[config.mk]
export PLATFORM = sky130hd
export DESIGN_NAME = radix_number_token_parser
export DESIGN_NICKNAME = d
export VERILOG_FILES = /design/src/design/rntp_pkg.sv /design/src/design/radix_number_token_parser.sv
export VERILOG_INCLUDE_DIRS = /design/src /design/src/design
export SDC_FILE = /design/constraint.sdc
export NUM_CORES = 1
export LEC_CHECK = 0
export ABC_AREA = 1
export BUFFER_PORTS_ARGS = -buffer_cell sky130_fd_sc_hd__buf_2
export CAP_MARGIN = 20
export CORE_MARGIN = 4
export CORE_UTILIZATION = 35
export CTS_BUF_LIST = sky130_fd_sc_hd__clkbuf_16
export DETAILED_ROUTE_END_ITERATION = 7
export REMOVE_ABC_BUFFERS = 1
export SLEW_MARGIN = 15
export SYNTH_ARGS = -nofsm -noshare
export SYNTH_HDL_FRONTEND = slang
export SYNTH_SLANG_ARGS = --single-unit
[constraint.sdc]
create_clock -name clock -period 14.1 [get_ports clock]
set_clock_uncertainty 0.2 [all_clocks]
set_input_delay 1.41 -clock clock [delete_from_list [all_inputs] [get_ports clock]]
set_output_delay 1.41 -clock clock [all_outputs]
set_load 0.03 [all_outputs]
[src/design/radix_number_token_parser_defines.svh]
// Assertion macros shared by the radix number token parser RTL.
`ifndef RADIX_NUMBER_TOKEN_PARSER_DEFINES_SVH
`define RADIX_NUMBER_TOKEN_PARSER_DEFINES_SVH

`ifndef SYNTHESIS
// A property that must hold at every clock edge outside reset.
`define RNTP_ASSERT(label, clk, rst, prop, msg) \
   label: assert property (@(posedge clk) disable iff (rst) (prop)) else $error(msg);
// A condition that must be followed by another one at the next clock edge.
`define RNTP_ASSERT_NEXT(label, clk, rst, pre, post, msg) \
   label: assert property (@(posedge clk) disable iff (rst) (pre) |=> (post)) else $error(msg);
`else
`define RNTP_ASSERT(label, clk, rst, prop, msg)
`define RNTP_ASSERT_NEXT(label, clk, rst, pre, post, msg)
`endif

`endif

[src/design/rntp_pkg.sv]
// Types, constants and helper functions of the radix number token parser.
package rntp_pkg;

   // Default widths of the accumulator and of the line counter.
   localparam int VALUE_BITS_DEFAULT = 32;
   localparam int LINE_BITS_DEFAULT  = 16;

   // Widths of the result fields on the stream interface.
   localparam int NUMBER_BITS = 32;
   localparam int INDEX_BITS  = 16;

   // Radix register: reset value and the range that takes effect.
   localparam logic [5:0] RADIX_RESET = 6'd10;
   localparam logic [5:0] RADIX_MIN   = 6'd2;
   localparam logic [5:0] RADIX_MAX   = 6'd36;

   // Register index of the radix on the configuration port.
   localparam logic RADIX_INDEX = 1'b0;

   // Characters the parser treats specially.
   localparam logic [7:0] CHAR_CR    = 8'h0d;
   localparam logic [7:0] CHAR_LF    = 8'h0a;
   localparam logic [7:0] CHAR_SPACE = 8'h20;
   localparam logic [7:0] CHAR_TAB   = 8'h09;
   localparam logic [7:0] CHAR_HASH  = 8'h23;
   localparam logic [7:0] CHAR_SEMI  = 8'h3b;
   localparam logic [7:0] CHAR_MINUS = 8'h2d;
   localparam logic [7:0] CHAR_PLUS  = 8'h2b;
   localparam logic [7:0] CHAR_ZERO  = 8'h30;
   localparam logic [7:0] CHAR_NINE  = 8'h39;
   localparam logic [7:0] CHAR_LOW_A = 8'h61;
   localparam logic [7:0] CHAR_LOW_Z = 8'h7a;
   localparam logic [7:0] CHAR_UP_A  = 8'h41;
   localparam logic [7:0] CHAR_UP_Z  = 8'h5a;
   localparam logic [7:0] LETTER_BASE = 8'd10;

   // Tokeniser phase.
   typedef enum logic [1:0] {
      PHASE_SCAN   = 2'd0,
      PHASE_SIGN   = 2'd1,
      PHASE_DIGITS = 2'd2
   } phase_type;

   // Result status codes.
   typedef enum logic [1:0] {
      STATUS_OK        = 2'd0,
      STATUS_NO_NUMBER = 2'd1,
      STATUS_BAD_DIGIT = 2'd2,
      STATUS_END       = 2'd3
   } status_type;

   // One result as held in the output queue.
   typedef struct packed {
      logic [INDEX_BITS-1:0]  line_index;
      logic [NUMBER_BITS-1:0] number_value;
      status_type             status;
      logic                   last;
   } result_type;

   // Decoded digit of one character.
   typedef struct packed {
      logic       is_digit;
      logic [5:0] value;
   } digit_type;

   // Maps 0-9, a-z and A-Z to their digit values.
   function automatic digit_type digit_of(input logic [7:0] c);
      digit_type d;
      logic [7:0] v;
      d.is_digit = 1'b1;
      v = 8'd0;
      if (c >= CHAR_ZERO && c <= CHAR_NINE) begin
         v = c - CHAR_ZERO;
      end else if (c >= CHAR_LOW_A && c <= CHAR_LOW_Z) begin
         v = c - CHAR_LOW_A + LETTER_BASE;
      end else if (c >= CHAR_UP_A && c <= CHAR_UP_Z) begin
         v = c - CHAR_UP_A + LETTER_BASE;
      end else begin
         d.is_digit = 1'b0;
      end
      d.value = v[5:0];
      return d;
   endfunction

   // Clamps the configured radix into the supported range.
   function automatic logic [5:0] effective_radix(input logic [5:0] r);
      logic [5:0] e;
      e = r;
      if (r < RADIX_MIN) begin
         e = RADIX_MIN;
      end else if (r > RADIX_MAX) begin
         e = RADIX_MAX;
      end
      return e;
   endfunction

endpackage

[src/design/radix_number_token_parser.sv]
// Top level of the radix number token parser: tokeniser, result queue and register port.
//
// Parses a byte stream into signed integers written in a programmable radix (2 to 36,
// register 0 at byte address 0; values outside the range act as the nearest limit).
// Blanks and '#' or ';' comments are skipped, line ends are counted (CR LF once), and
// every number, lone sign, stray byte, bad digit and end of stream gives a result
// transaction carrying its status and the current line count. One byte is accepted per
// clock when the input is not stalled: it lands in an input register, is decoded there,
// and its results enter the result queue as the byte moves on, to be presented from the
// queue's registers. A byte gives at most two results, and these go through a four-entry
// result queue; the input stalls only while the queue has fewer than two free entries,
// so a stream of bytes with one result or none each runs at one byte per cycle, while
// bytes that give two results are limited by the result port to one result per cycle.
`include "radix_number_token_parser_defines.svh"

module radix_number_token_parser
   import rntp_pkg::*;
#(
   parameter int VALUE_BITS = VALUE_BITS_DEFAULT,
   parameter int LINE_BITS  = LINE_BITS_DEFAULT
) (
   input  logic        clock,
   input  logic        reset,
   // Input stream
   input  logic        req_tvalid,
   output logic        req_tready,
   input  logic [7:0]  req_tdata,    // [7:0] byte_in
   input  logic        req_tuser,    // [0] end_of_input
   // Result stream
   output logic        rsp_tvalid,
   input  logic        rsp_tready,
   output logic [47:0] rsp_tdata,    // [31:0] number_value, [47:32] line_index
   output logic [1:0]  rsp_tuser,    // [1:0] status
   output logic        rsp_tlast,
   // Register port
   input  logic        csr_psel,
   input  logic        csr_penable,
   input  logic        csr_pwrite,
   input  logic [2:0]  csr_paddr,
   input  logic [31:0] csr_pwdata,
   output logic [31:0] csr_prdata,
   output logic        csr_pready
);

   localparam int VALUE_WIDE = (VALUE_BITS > NUMBER_BITS) ? VALUE_BITS : NUMBER_BITS;
   localparam int LINE_WIDE  = (LINE_BITS > INDEX_BITS) ? LINE_BITS : INDEX_BITS;
   localparam int QUEUE_DEPTH = 4;
   localparam int PTR_BITS    = $clog2(QUEUE_DEPTH);
   localparam int COUNT_BITS  = PTR_BITS + 1;

   // Registers
   logic [5:0]            radix_ff;
   logic                  in_valid_ff, in_valid_in;
   logic [7:0]            in_byte_ff;
   logic                  in_eoi_ff;
   phase_type             phase_ff, phase_in;
   logic                  in_comment_ff, in_comment_in;
   logic                  prev_cr_ff, prev_cr_in;
   logic                  negative_ff, negative_in;
   logic [VALUE_BITS-1:0] acc_ff, acc_in;
   logic [LINE_BITS-1:0]  line_ff, line_in;
   result_type            queue_ff [QUEUE_DEPTH];
   logic [PTR_BITS-1:0]   wr_ptr_ff, wr_ptr_in;
   logic [PTR_BITS-1:0]   rd_ptr_ff, rd_ptr_in;
   logic [COUNT_BITS-1:0] count_ff, count_in;

   // Combinational signals
   logic                  req_fire;
   logic                  fire;
   logic                  pop;
   logic                  csr_write;
   logic [5:0]            radix_eff;
   digit_type             dig;
   logic [VALUE_BITS+5:0] product;
   logic [VALUE_BITS-1:0] signed_acc;
   logic [VALUE_WIDE-1:0] value_wide;
   logic [LINE_WIDE-1:0]  line_wide;
   logic [NUMBER_BITS-1:0] value_out;
   logic [INDEX_BITS-1:0] line_out;

   phase_type             sc_phase;
   logic                  sc_comment;
   logic                  sc_prev;
   logic                  sc_negative;
   logic [VALUE_BITS-1:0] sc_acc;
   logic [LINE_BITS-1:0]  sc_line;
   logic                  sc_valid;
   status_type            sc_status;

   logic                  r0_valid, r1_valid;
   result_type            r0, r1;
   logic [1:0]            push_count;

   // Register port: one register, writes complete in the access phase.
   assign csr_pready = 1'b1;
   assign csr_write  = csr_psel && csr_penable && csr_pwrite && csr_pready
                       && (csr_paddr[2] == RADIX_INDEX);
   assign csr_prdata = (csr_paddr[2] == RADIX_INDEX) ? {26'd0, radix_ff} : 32'd0;

   always_ff @(posedge clock) begin
      if (reset) begin
         radix_ff <= RADIX_RESET;
      end else if (csr_write) begin
         radix_ff <= csr_pwdata[5:0];
      end
   end

   // Input register: the next byte is taken whenever the held one moves on.
   assign fire        = in_valid_ff && (count_ff <= COUNT_BITS'(QUEUE_DEPTH - 2));
   assign req_tready  = !in_valid_ff || fire;
   assign req_fire    = req_tvalid && req_tready;
   assign in_valid_in = req_fire ? 1'b1 : (fire ? 1'b0 : in_valid_ff);

   always_ff @(posedge clock) begin
      if (reset) begin
         in_valid_ff <= 1'b0;
      end else begin
         in_valid_ff <= in_valid_in;
      end
   end

   always_ff @(posedge clock) begin
      if (req_fire) begin
         in_byte_ff <= req_tdata;
         in_eoi_ff  <= req_tuser;
      end
   end

   // Digit decode, multiply-add and the signed value of the number so far.
   assign radix_eff  = effective_radix(radix_ff);
   assign dig        = digit_of(in_byte_ff);
   assign product    = (VALUE_BITS + 6)'(acc_ff) * (VALUE_BITS + 6)'(radix_eff);
   assign signed_acc = negative_ff ? (~acc_ff + VALUE_BITS'(1)) : acc_ff;
   assign value_wide = VALUE_WIDE'(signed_acc);
   assign value_out  = value_wide[NUMBER_BITS-1:0];
   assign line_wide  = LINE_WIDE'(line_ff);
   assign line_out   = line_wide[INDEX_BITS-1:0];

   // Scanning between tokens: blanks, comments, line ends, signs, first digits and stray bytes.
   always_comb begin
      sc_phase    = PHASE_SCAN;
      sc_comment  = in_comment_ff;
      sc_prev     = (in_byte_ff == CHAR_CR);
      sc_negative = 1'b0;
      sc_acc      = '0;
      sc_line     = line_ff;
      sc_valid    = 1'b0;
      sc_status   = STATUS_NO_NUMBER;
      priority if (in_byte_ff == CHAR_CR) begin
         sc_line    = line_ff + LINE_BITS'(1);
         sc_comment = 1'b0;
      end else if (in_byte_ff == CHAR_LF) begin
         if (!prev_cr_ff) begin
            sc_line = line_ff + LINE_BITS'(1);
         end
         sc_comment = 1'b0;
      end else if (in_comment_ff || in_byte_ff == CHAR_SPACE || in_byte_ff == CHAR_TAB) begin
         // Skipped without effect.
         sc_comment = in_comment_ff;
      end else if (in_byte_ff == CHAR_HASH || in_byte_ff == CHAR_SEMI) begin
         sc_comment = 1'b1;
      end else if (in_byte_ff == CHAR_PLUS || in_byte_ff == CHAR_MINUS) begin
         sc_phase    = PHASE_SIGN;
         sc_negative = (in_byte_ff == CHAR_MINUS);
      end else if (!dig.is_digit) begin
         sc_valid  = 1'b1;
         sc_status = STATUS_NO_NUMBER;
      end else if (dig.value >= radix_eff) begin
         sc_valid  = 1'b1;
         sc_status = STATUS_BAD_DIGIT;
      end else begin
         sc_phase = PHASE_DIGITS;
         sc_acc   = VALUE_BITS'(dig.value);
      end
   end

   // Token state machine: next state and up to two results for the held byte.
   always_comb begin
      phase_in      = phase_ff;
      in_comment_in = in_comment_ff;
      prev_cr_in    = prev_cr_ff;
      negative_in   = negative_ff;
      acc_in        = acc_ff;
      line_in       = line_ff;
      r0_valid      = 1'b0;
      r1_valid      = 1'b0;
      r0            = '{line_index: line_out, number_value: '0,
                        status: STATUS_NO_NUMBER, last: 1'b0};
      r1            = r0;
      if (in_eoi_ff) begin
         // End of stream closes any token, then reports itself.
         unique case (phase_ff)
            PHASE_DIGITS: begin
               r0_valid        = 1'b1;
               r0.status       = STATUS_OK;
               r0.number_value = value_out;
               r1_valid        = 1'b1;
               r1.status       = STATUS_END;
            end
            PHASE_SIGN: begin
               r0_valid  = 1'b1;
               r0.status = STATUS_NO_NUMBER;
               r1_valid  = 1'b1;
               r1.status = STATUS_END;
            end
            default: begin
               r0_valid  = 1'b1;
               r0.status = STATUS_END;
            end
         endcase
         phase_in      = PHASE_SCAN;
         in_comment_in = 1'b0;
         prev_cr_in    = 1'b0;
         negative_in   = 1'b0;
         acc_in        = '0;
      end else if (phase_ff == PHASE_SIGN || phase_ff == PHASE_DIGITS) begin
         priority if (!dig.is_digit) begin
            // Terminator: close the token, then scan the same byte.
            r0_valid = 1'b1;
            if (phase_ff == PHASE_DIGITS) begin
               r0.status       = STATUS_OK;
               r0.number_value = value_out;
            end else begin
               r0.status = STATUS_NO_NUMBER;
            end
            r1_valid      = sc_valid;
            r1.status     = sc_status;
            phase_in      = sc_phase;
            in_comment_in = sc_comment;
            prev_cr_in    = sc_prev;
            negative_in   = sc_negative;
            acc_in        = sc_acc;
            line_in       = sc_line;
         end else if (dig.value >= radix_eff) begin
            r0_valid    = 1'b1;
            r0.status   = STATUS_BAD_DIGIT;
            phase_in    = PHASE_SCAN;
            negative_in = 1'b0;
            acc_in      = '0;
         end else begin
            if (phase_ff == PHASE_SIGN) begin
               acc_in = VALUE_BITS'(dig.value);
            end else begin
               acc_in = product[VALUE_BITS-1:0] + VALUE_BITS'(dig.value);
            end
            phase_in = PHASE_DIGITS;
         end
      end else begin
         r0_valid      = sc_valid;
         r0.status     = sc_status;
         phase_in      = sc_phase;
         in_comment_in = sc_comment;
         prev_cr_in    = sc_prev;
         negative_in   = sc_negative;
         acc_in        = sc_acc;
         line_in       = sc_line;
      end
      // The final result of the byte carries the last flag.
      if (r1_valid) begin
         r1.last = 1'b1;
      end else begin
         r0.last = 1'b1;
      end
   end

   always_ff @(posedge clock) begin
      if (reset) begin
         phase_ff      <= PHASE_SCAN;
         in_comment_ff <= 1'b0;
         prev_cr_ff    <= 1'b0;
         negative_ff   <= 1'b0;
         acc_ff        <= '0;
         line_ff       <= '0;
      end else if (fire) begin
         phase_ff      <= phase_in;
         in_comment_ff <= in_comment_in;
         prev_cr_ff    <= prev_cr_in;
         negative_ff   <= negative_in;
         acc_ff        <= acc_in;
         line_ff       <= line_in;
      end
   end

   // Result queue: up to two writes and one read per cycle.
   assign push_count = fire ? ({1'b0, r0_valid} + {1'b0, r1_valid}) : 2'd0;
   assign pop        = rsp_tvalid && rsp_tready;
   assign wr_ptr_in  = wr_ptr_ff + PTR_BITS'(push_count);
   assign rd_ptr_in  = rd_ptr_ff + PTR_BITS'(pop);
   assign count_in   = count_ff + COUNT_BITS'(push_count) - COUNT_BITS'(pop);

   always_ff @(posedge clock) begin
      if (reset) begin
         wr_ptr_ff <= '0;
         rd_ptr_ff <= '0;
         count_ff  <= '0;
      end else begin
         wr_ptr_ff <= wr_ptr_in;
         rd_ptr_ff <= rd_ptr_in;
         count_ff  <= count_in;
      end
   end

   always_ff @(posedge clock) begin
      if (fire && r0_valid) begin
         queue_ff[wr_ptr_ff] <= r0;
      end
      if (fire && r1_valid) begin
         queue_ff[wr_ptr_ff + PTR_BITS'(1)] <= r1;
      end
   end

   // Result stream outputs from the head of the queue.
   assign rsp_tvalid = (count_ff != '0);
   assign rsp_tdata  = {queue_ff[rd_ptr_ff].line_index, queue_ff[rd_ptr_ff].number_value};
   assign rsp_tuser  = queue_ff[rd_ptr_ff].status;
   assign rsp_tlast  = queue_ff[rd_ptr_ff].last;

   // Checks on the queue and the token state.
   `RNTP_ASSERT(a_queue_count, clock, reset, count_ff <= COUNT_BITS'(QUEUE_DEPTH), "queue overrun")
   `RNTP_ASSERT_NEXT(a_eoi_result, clock, reset, fire && in_eoi_ff, rsp_tvalid, "end marker lost")
   `RNTP_ASSERT(a_sign_acc, clock, reset, phase_ff != PHASE_SIGN || acc_ff == '0, "value in sign")
   `RNTP_ASSERT(a_comment_scan, clock, reset, !in_comment_ff || phase_ff == PHASE_SCAN, "stray comment")

endmodule
# After elaboration in Yosys (flattened, before gate mapping)
# Memory sizes are Yosys's and may differ from the RTL's. A register that Yosys moved wholly into a read port is not among the register bits.
# Cells that the tools add are included.
[word_totals]
ff_bits = 76
latchBits = 0
ramBits = 204
mem_bits_ro = 0
in_bits = 51
output_inout_bits = 86
wordCells = 177
memories = 1
[classes]
add_sub_neg = 14
mul = 1
n_div = 0
order_cmp = 10
eq_ne = 13
shift = 0
muxes = 98
bitwise = 3
n_reduce_logical = 24
[mem_list]
columns = ["name", "depth", "word_bits", "rd", "rd_clocked_by_memory_dff", "write_ports", "line", "source"]
rows = [
  ["queue_ff", 4, 51, 1, 1, 2, "radix_number_token_parser.sv:62", "result_type queue_ff [QUEUE_DEPTH];"],
]
[ops]
columns = ["cell", "n"]
rows = [
  ["two-way mux 32 bit", 9],
  ["two-way mux 16 bit", 5],
  ["two-way mux 6 bit", 13],
  ["two-way mux 2 bit", 25],
  ["two-way mux 1 bit", 44],
  ["equality test 8 x 6 -> 1 bit, second input constant", 5],
  ["two-way mux 34 bit", 1],
  ["adder 32 x 1 -> 32 bit, second input constant", 1],
  ["adder 32 x 6 -> 32 bit", 1],
  ["multiplier 32 x 6 -> 32 bit", 1],
  ["NOT 32 bit", 1],
  ["equality test 8 x 4 -> 1 bit, second input constant", 3],
  ["adder 16 x 1 -> 16 bit, second input constant", 1],
  ["greater-or-equal comparator 8 x 7 -> 1 bit, second input constant", 2],
  ["less-or-equal comparator 8 x 7 -> 1 bit, second input constant", 2],
  ["adder 6 x 4 -> 6 bit, second input constant", 2],
  ["subtractor 6 bit, second input constant", 2],
  ["logical AND 1 bit", 11],
  ["greater-or-equal comparator 8 x 6 -> 1 bit, second input constant", 1],
  ["less-or-equal comparator 8 x 6 -> 1 bit, second input constant", 1],
  ["greater-or-equal comparator 6 bit", 1],
  ["greater-than comparator 6 bit, second input constant", 1],
  ["logical OR 1 bit", 6],
  ["< comparator 6 x 2 -> 1 bit, second input constant", 1],
  ["other kinds (21)", 23],
]

# Logic depth before layout (Yosys ltp)
[depth]
ltp_word = 20
ltp_mapped = 31
depth_no_buf = 30

# Worst setup path before layout
# OpenSTA, ideal clock, no wires.
[synth_timing]
kind = "flip-flop to flip-flop"
start = "register radix_ff[5]"
end = "register acc_ff[12]"
setup_time_ps = 128
t_arrival_ps = 4870
required_ps = 13772
setup_slack_ps = 8903
stages_incl_launch_ff = 28
path_buffers = 2
synth_period_minus_slack_ps = 5197
path_cell_list = "dfxtp_1 clkbuf_1 nand2_1 nand2_1 nand2_1 inv_1 clkbuf_1 nor2_1 fa_1 inv_1 fa_1 inv_1 fa_1 inv_1 fa_1 inv_1 ha_1 a21o_1 a21oi_1 inv_1 nand2_1 nand2_1 nand3_1 nand2_1 xnor2_1 nor2_1 a21oi_1 nor2_1"
[synth_between]
elab_chain_cells = 10
elab_cells_between_ends = 12
classes_between = "1 x add/sub; 1 x mul; 3 x order compare; 7 x mux"
[synth_rtl]
columns = ["item", "line", "source"]
rows = [
  ["start, declared", "radix_number_token_parser.sv:52", "logic [5:0] radix_ff;"],
  ["start signal, assigned", "radix_number_token_parser.sv:104", "radix_ff <= csr_pwdata[5:0];"],
  ["greater-than comparator 6 bit", "rntp_pkg.sv:91", "end else if (r > RADIX_MAX) begin"],
  ["two-way mux 6 bit", "rntp_pkg.sv:91", ""],
  ["two-way mux 6 bit *", "rntp_pkg.sv:89", "if (r < RADIX_MIN) begin"],
  ["multiplier 32 x 6 -> 32 bit", "radix_number_token_parser.sv:132", "assign product = (VALUE_BITS + 6)'(acc_ff) * (VALUE_BITS + 6)'(radix_eff);"],
  ["adder 32 x 6 -> 32 bit", "radix_number_token_parser.sv:244", "acc_in = product[VALUE_BITS-1:0] + VALUE_BITS'(dig.value);"],
  ["two-way mux 32 bit", "radix_number_token_parser.sv:241", "if (phase_ff == PHASE_SIGN) begin"],
  ["two-way mux 32 bit *", "radix_number_token_parser.sv:234", "end else if (dig.value >= radix_eff) begin"],
  ["two-way mux 32 bit *", "radix_number_token_parser.sv:217", "priority if (!dig.is_digit) begin"],
  ["two-way mux 32 bit *", "radix_number_token_parser.sv:216", "end else if (phase_ff == PHASE_SIGN || phase_ff == PHASE_DIGITS) begin"],
  ["two-way mux 32 bit *", "radix_number_token_parser.sv:190", "if (in_eoi_ff) begin"],
  ["end signal, assigned", "radix_number_token_parser.sv:279", "acc_ff <= acc_in;"],
  ["end, declared", "radix_number_token_parser.sv:60", "logic [VALUE_BITS-1:0] acc_ff, acc_in;"],
]
# Mark *: on every way between the ends. The rest lies on a longest branch, timed or not.
# A chain may end at the register's enable or synchronous reset.

# Worst setup path after layout
[layout_timing]
start = "register radix_ff[3]"
end = "register acc_ff[31]"
# The elaborated chain is that of the path after synthesis.

==> flow_metrics.env <==
export IMPL_synth_distinct_cells=55
export IMPL_regArea_um2=6460
export IMPL_ys_warn_count=0
export IMPL_crit_top_cell="nor2_1"
export IMPL_hold_viol=0
export IMPL_min_period_over_period_pct=45.9
export IMPL_antenna_cells=0
export IMPL_synthFlopType="dfxtp_1"
export IMPL_status="finished, final reports clean"
export IMPL_drv_slew=0
export IMPL_leakagePower_nw=10.0
export IMPL_layout_min_cycle_time_ns=6.48
export IMPL_ctsLongestPathBuffers=3
export IMPL_wl_met3_mm=2.98
export IMPL_numCtsBuffers=34
export IMPL_drive_gt1_share_pct=8.09
export IMPL_setup_violations=0
export IMPL_pwr_share_seq_pct=36.2
export IMPL_post_drt_wl_per_cell_um=16.5
export IMPL_fp_dieW_um=244
export IMPL_ir_worst_vdd_v=0.0000668
export IMPL_max_freq_mhz=154
export IMPL_antenna_left=0
export IMPL_fin_ws_ns=7.62
export IMPL_cts_resized=0
export IMPL_antenna_found_initial=0
export IMPL_synth_edf_count=85
export IMPL_critPathMaxFanout=26
export IMPL_worst_path_buf_inv=3
export IMPL_drt_pass1_iterations=5
export IMPL_portBuffers=81
export IMPL_worst_slew_pin_slew_ns=0.981
export IMPL_synth_seq_area_share_pct=33.1
export IMPL_route_met2_wl_mm=27.7
export IMPL_multi_input_area_um2=11500
export IMPL_place_inst=3346
export IMPL_vias=17421
export IMPL_post_synth_cell_area_avg_um2=7.45
export IMPL_synth_top_area_share_pct=20.0
export IMPL_grt_max_degree=69
export IMPL_setup_tns_ns=0
export IMPL_path_delay_family="adder cells"
export IMPL_coreArea_um2=55100
export IMPL_fp_dieH_um=244
export IMPL_ys_ff_latch=280
export IMPL_post_place_ws_ns=7.70
export IMPL_clock_sinks=280
export IMPL_maxCapViolCount=0
export IMPL_critPathLaunchType="flip-flop"
export IMPL_nNetsFinal=2887
export IMPL_fin_cells=3407
export IMPL_rsz0062_at_grt="false"
export IMPL_grt_pass1_wl_mm=90.2
export IMPL_hp_class="flip-flop to flip-flop"
export IMPL_worstSetupPathType="flip-flop to flip-flop"
export IMPL_wl_mm=56.1
export IMPL_ctsHtreeMaxLevel=2
export IMPL_cts_tree="yes"
export IMPL_dpl_hpwl_mm=39.0
export IMPL_power_switching_mw=0.905
export IMPL_grt_usage_pct=18.4
export IMPL_slowest_delay_ns=0.67
export IMPL_syn2layout_area_growth_pct=9.81
export IMPL_cpMaxStageDelayCell="o21ai_0"
export IMPL_pwr_share_comb_pct=28.4
export IMPL_internal_power_mw=1.54
export IMPL_drc=0
export IMPL_synth_largest_area_cell="dfxtp_1"
export IMPL_routabilityCongestion=0.871
export IMPL_critical_path_required_ns=14.37
export IMPL_path_cells="nor2_1 -> nand2_1 -> nand2_1 -> inv_1 -> nor2_1 -> buf_4 -> clkinv_1 -> nor2_1 -> fa_1 -> fa_1 -> fa_1 -> ha_1 -> ha_1 -> nand2_1 -> nor2_1 -> nand4_1 -> o21ai_0 -> a21oi_1 -> nand3_1 -> nand3_1 -> a21oi_1"
export IMPL_clkSlewWorstSetupHoldPaths_ns=0.06
export IMPL_power_density_nw_per_um2=114
export IMPL_start_util_pct=35.4
export IMPL_fill_cells=5722
export IMPL_syn_area_um2=19500
export IMPL_postCtsSetupBuffers=0
export IMPL_route_top_layer_used="met4"
export IMPL_holdBufCountCts=0
export IMPL_drt_iter0_markers=1178
export IMPL_syn_inst=2620
export IMPL_dieArea_um2=59600
export IMPL_synth_area_leaders="dfxtp_1, edfxtp_1, fa_1, nand2_1, nor2_1"
export IMPL_viasPerCell=5.11
export IMPL_grt_ovfl_total=0
export IMPL_fp_row_count=86
export IMPL_arrival_ns=6.74
export IMPL_grt_pass1_vias=17073
export IMPL_maxSlewHeadroom_pct=34.5
export IMPL_clock_latency_ns=0.54
export IMPL_wl_met1_mm=23.9
export IMPL_power_mw=2.45
export IMPL_pwr_share_clk_pct=35.4
export IMPL_num_io_pins=137
export IMPL_swShare_pct=37.0
export IMPL_synth_async_reset_ratio_pct=0
export IMPL_end_kind="flip-flop"
export IMPL_clock_root_buffer="clkbuf_16"
[synth_stat cells (all sizes together), types with 2 or more instances]
library cell,n
buf,74
a22oi,3
a21oi,120
nand2,597
nand4,21
and3,4
o221ai,2
a31oi,3
conb,2
o21a,4
nand3,198
clkbuf,71
nand3b,2
or2,5
o21ai,175
inv,242
nor3b,3
fa,113
o31ai,2
o211ai,4
o21bai,3
a21o,3
edfxtp,85
nor2,466
xnor2,9
dfxtp,195
nor4,5
clkinv,3
a21boi,3
xor2,28
nor3,32
o22ai,51
ha,89
[per-stage QoR]
stage / utilization, % / area, um^2 / hold WS [ns]
2_1_floorplan: - / 18800 / 0.234
3_3_place_gp: 36.9 / 20300 / 0.250
3_5_place_dp: 36.9 / 20300 / 0.253
4_1_cts: 38.9 / 21400 / 0.263
5_1_grt: 38.9 / 21400 / 0.274
6_report: 38.9 / 21400 / 0.261
[area by class of cell]
cell class,instances,share of cell area (%)
Clock buffer,39,4.56
Clock inverter,22,0.602
Inverter,245,4.30
Multi-Input combinational cell,1975,53.5
Sequential cell,280,30.2
Tap cell,748,4.37
Timing Repair Buffer,98,2.49
[flip-flops by register name, summed over array words and instances, names as in the netlist, 2 cells and up]
register	flops
acc_ff	32
count_ff	3
in_byte_ff	8
line_ff	16
phase_ff	2
queue_ff	204
radix_ff	6
rd_ptr_ff	2
wr_ptr_ff	2
[cells in the final DEF, fill, tap and decap left out, drive strengths merged, types with 3 or more instances in the layout]
master / n
nand2: 597
nor2: 466
inv: 258
nand3: 198
dfxtp: 195
o21ai: 175
a21oi: 120
fa: 113
buf: 98
ha: 89
edfxtp: 85
o22ai: 51
clkbuf: 39
nor3: 32
xor2: 28
conb: 27
nand4: 21
xnor2: 9
clkinv: 7
or2: 5
nor4: 5
o211ai: 4
and3: 4
o21a: 4
a21boi: 3
a22oi: 3
a31oi: 3
a21o: 3
o21bai: 3
nor3b: 3
[layer usage]
layer,up-vias,global-route usage (%)
li1,8451,-
met1,8353,23.3
met2,513,32.5
met3,104,2.61
met4,0,6.01
met5,-,0
[cells by family after synthesis]
family / share of synthesized area, %
adders and majority gates: 17.3
other: 0.0385
AOI/OAI and AO/OA: 10.5
xor gates and xnor gates: 1.66
and+or+nand+nor: 28.8
buffers and inverters: 8.61
DFF: 33.1
[worst min-delay path, delay by kind of cell (launching register included)]
kind	cells	cell delay, ns
simple gates	2	0.11
flops	1	0.31
[power by group through the flow]
stage,Sequential (mW),Combinational (mW),Clock (mW)
global route,0.889,0.761,0.916
CTS,0.885,0.702,0.888
finish,0.886,0.695,0.865
floorplan,0.908,0.456,0
global placement,0.902,0.690,0
detailed placement,0.902,0.700,0
[final timing paths]
check	from	to	slack [ns]	cells after the start
hold / removal	queue_ff[2][13]	queue_ff[2][13]	0.26	2
setup reg to reg	radix_ff[3]	acc_ff[31]	7.62	21
setup / recovery	radix_ff[3]	acc_ff[31]	7.62	21
hold reg to reg	queue_ff[2][13]	queue_ff[2][13]	0.26	2
Note: power is estimated with default switching activity, not from simulation.
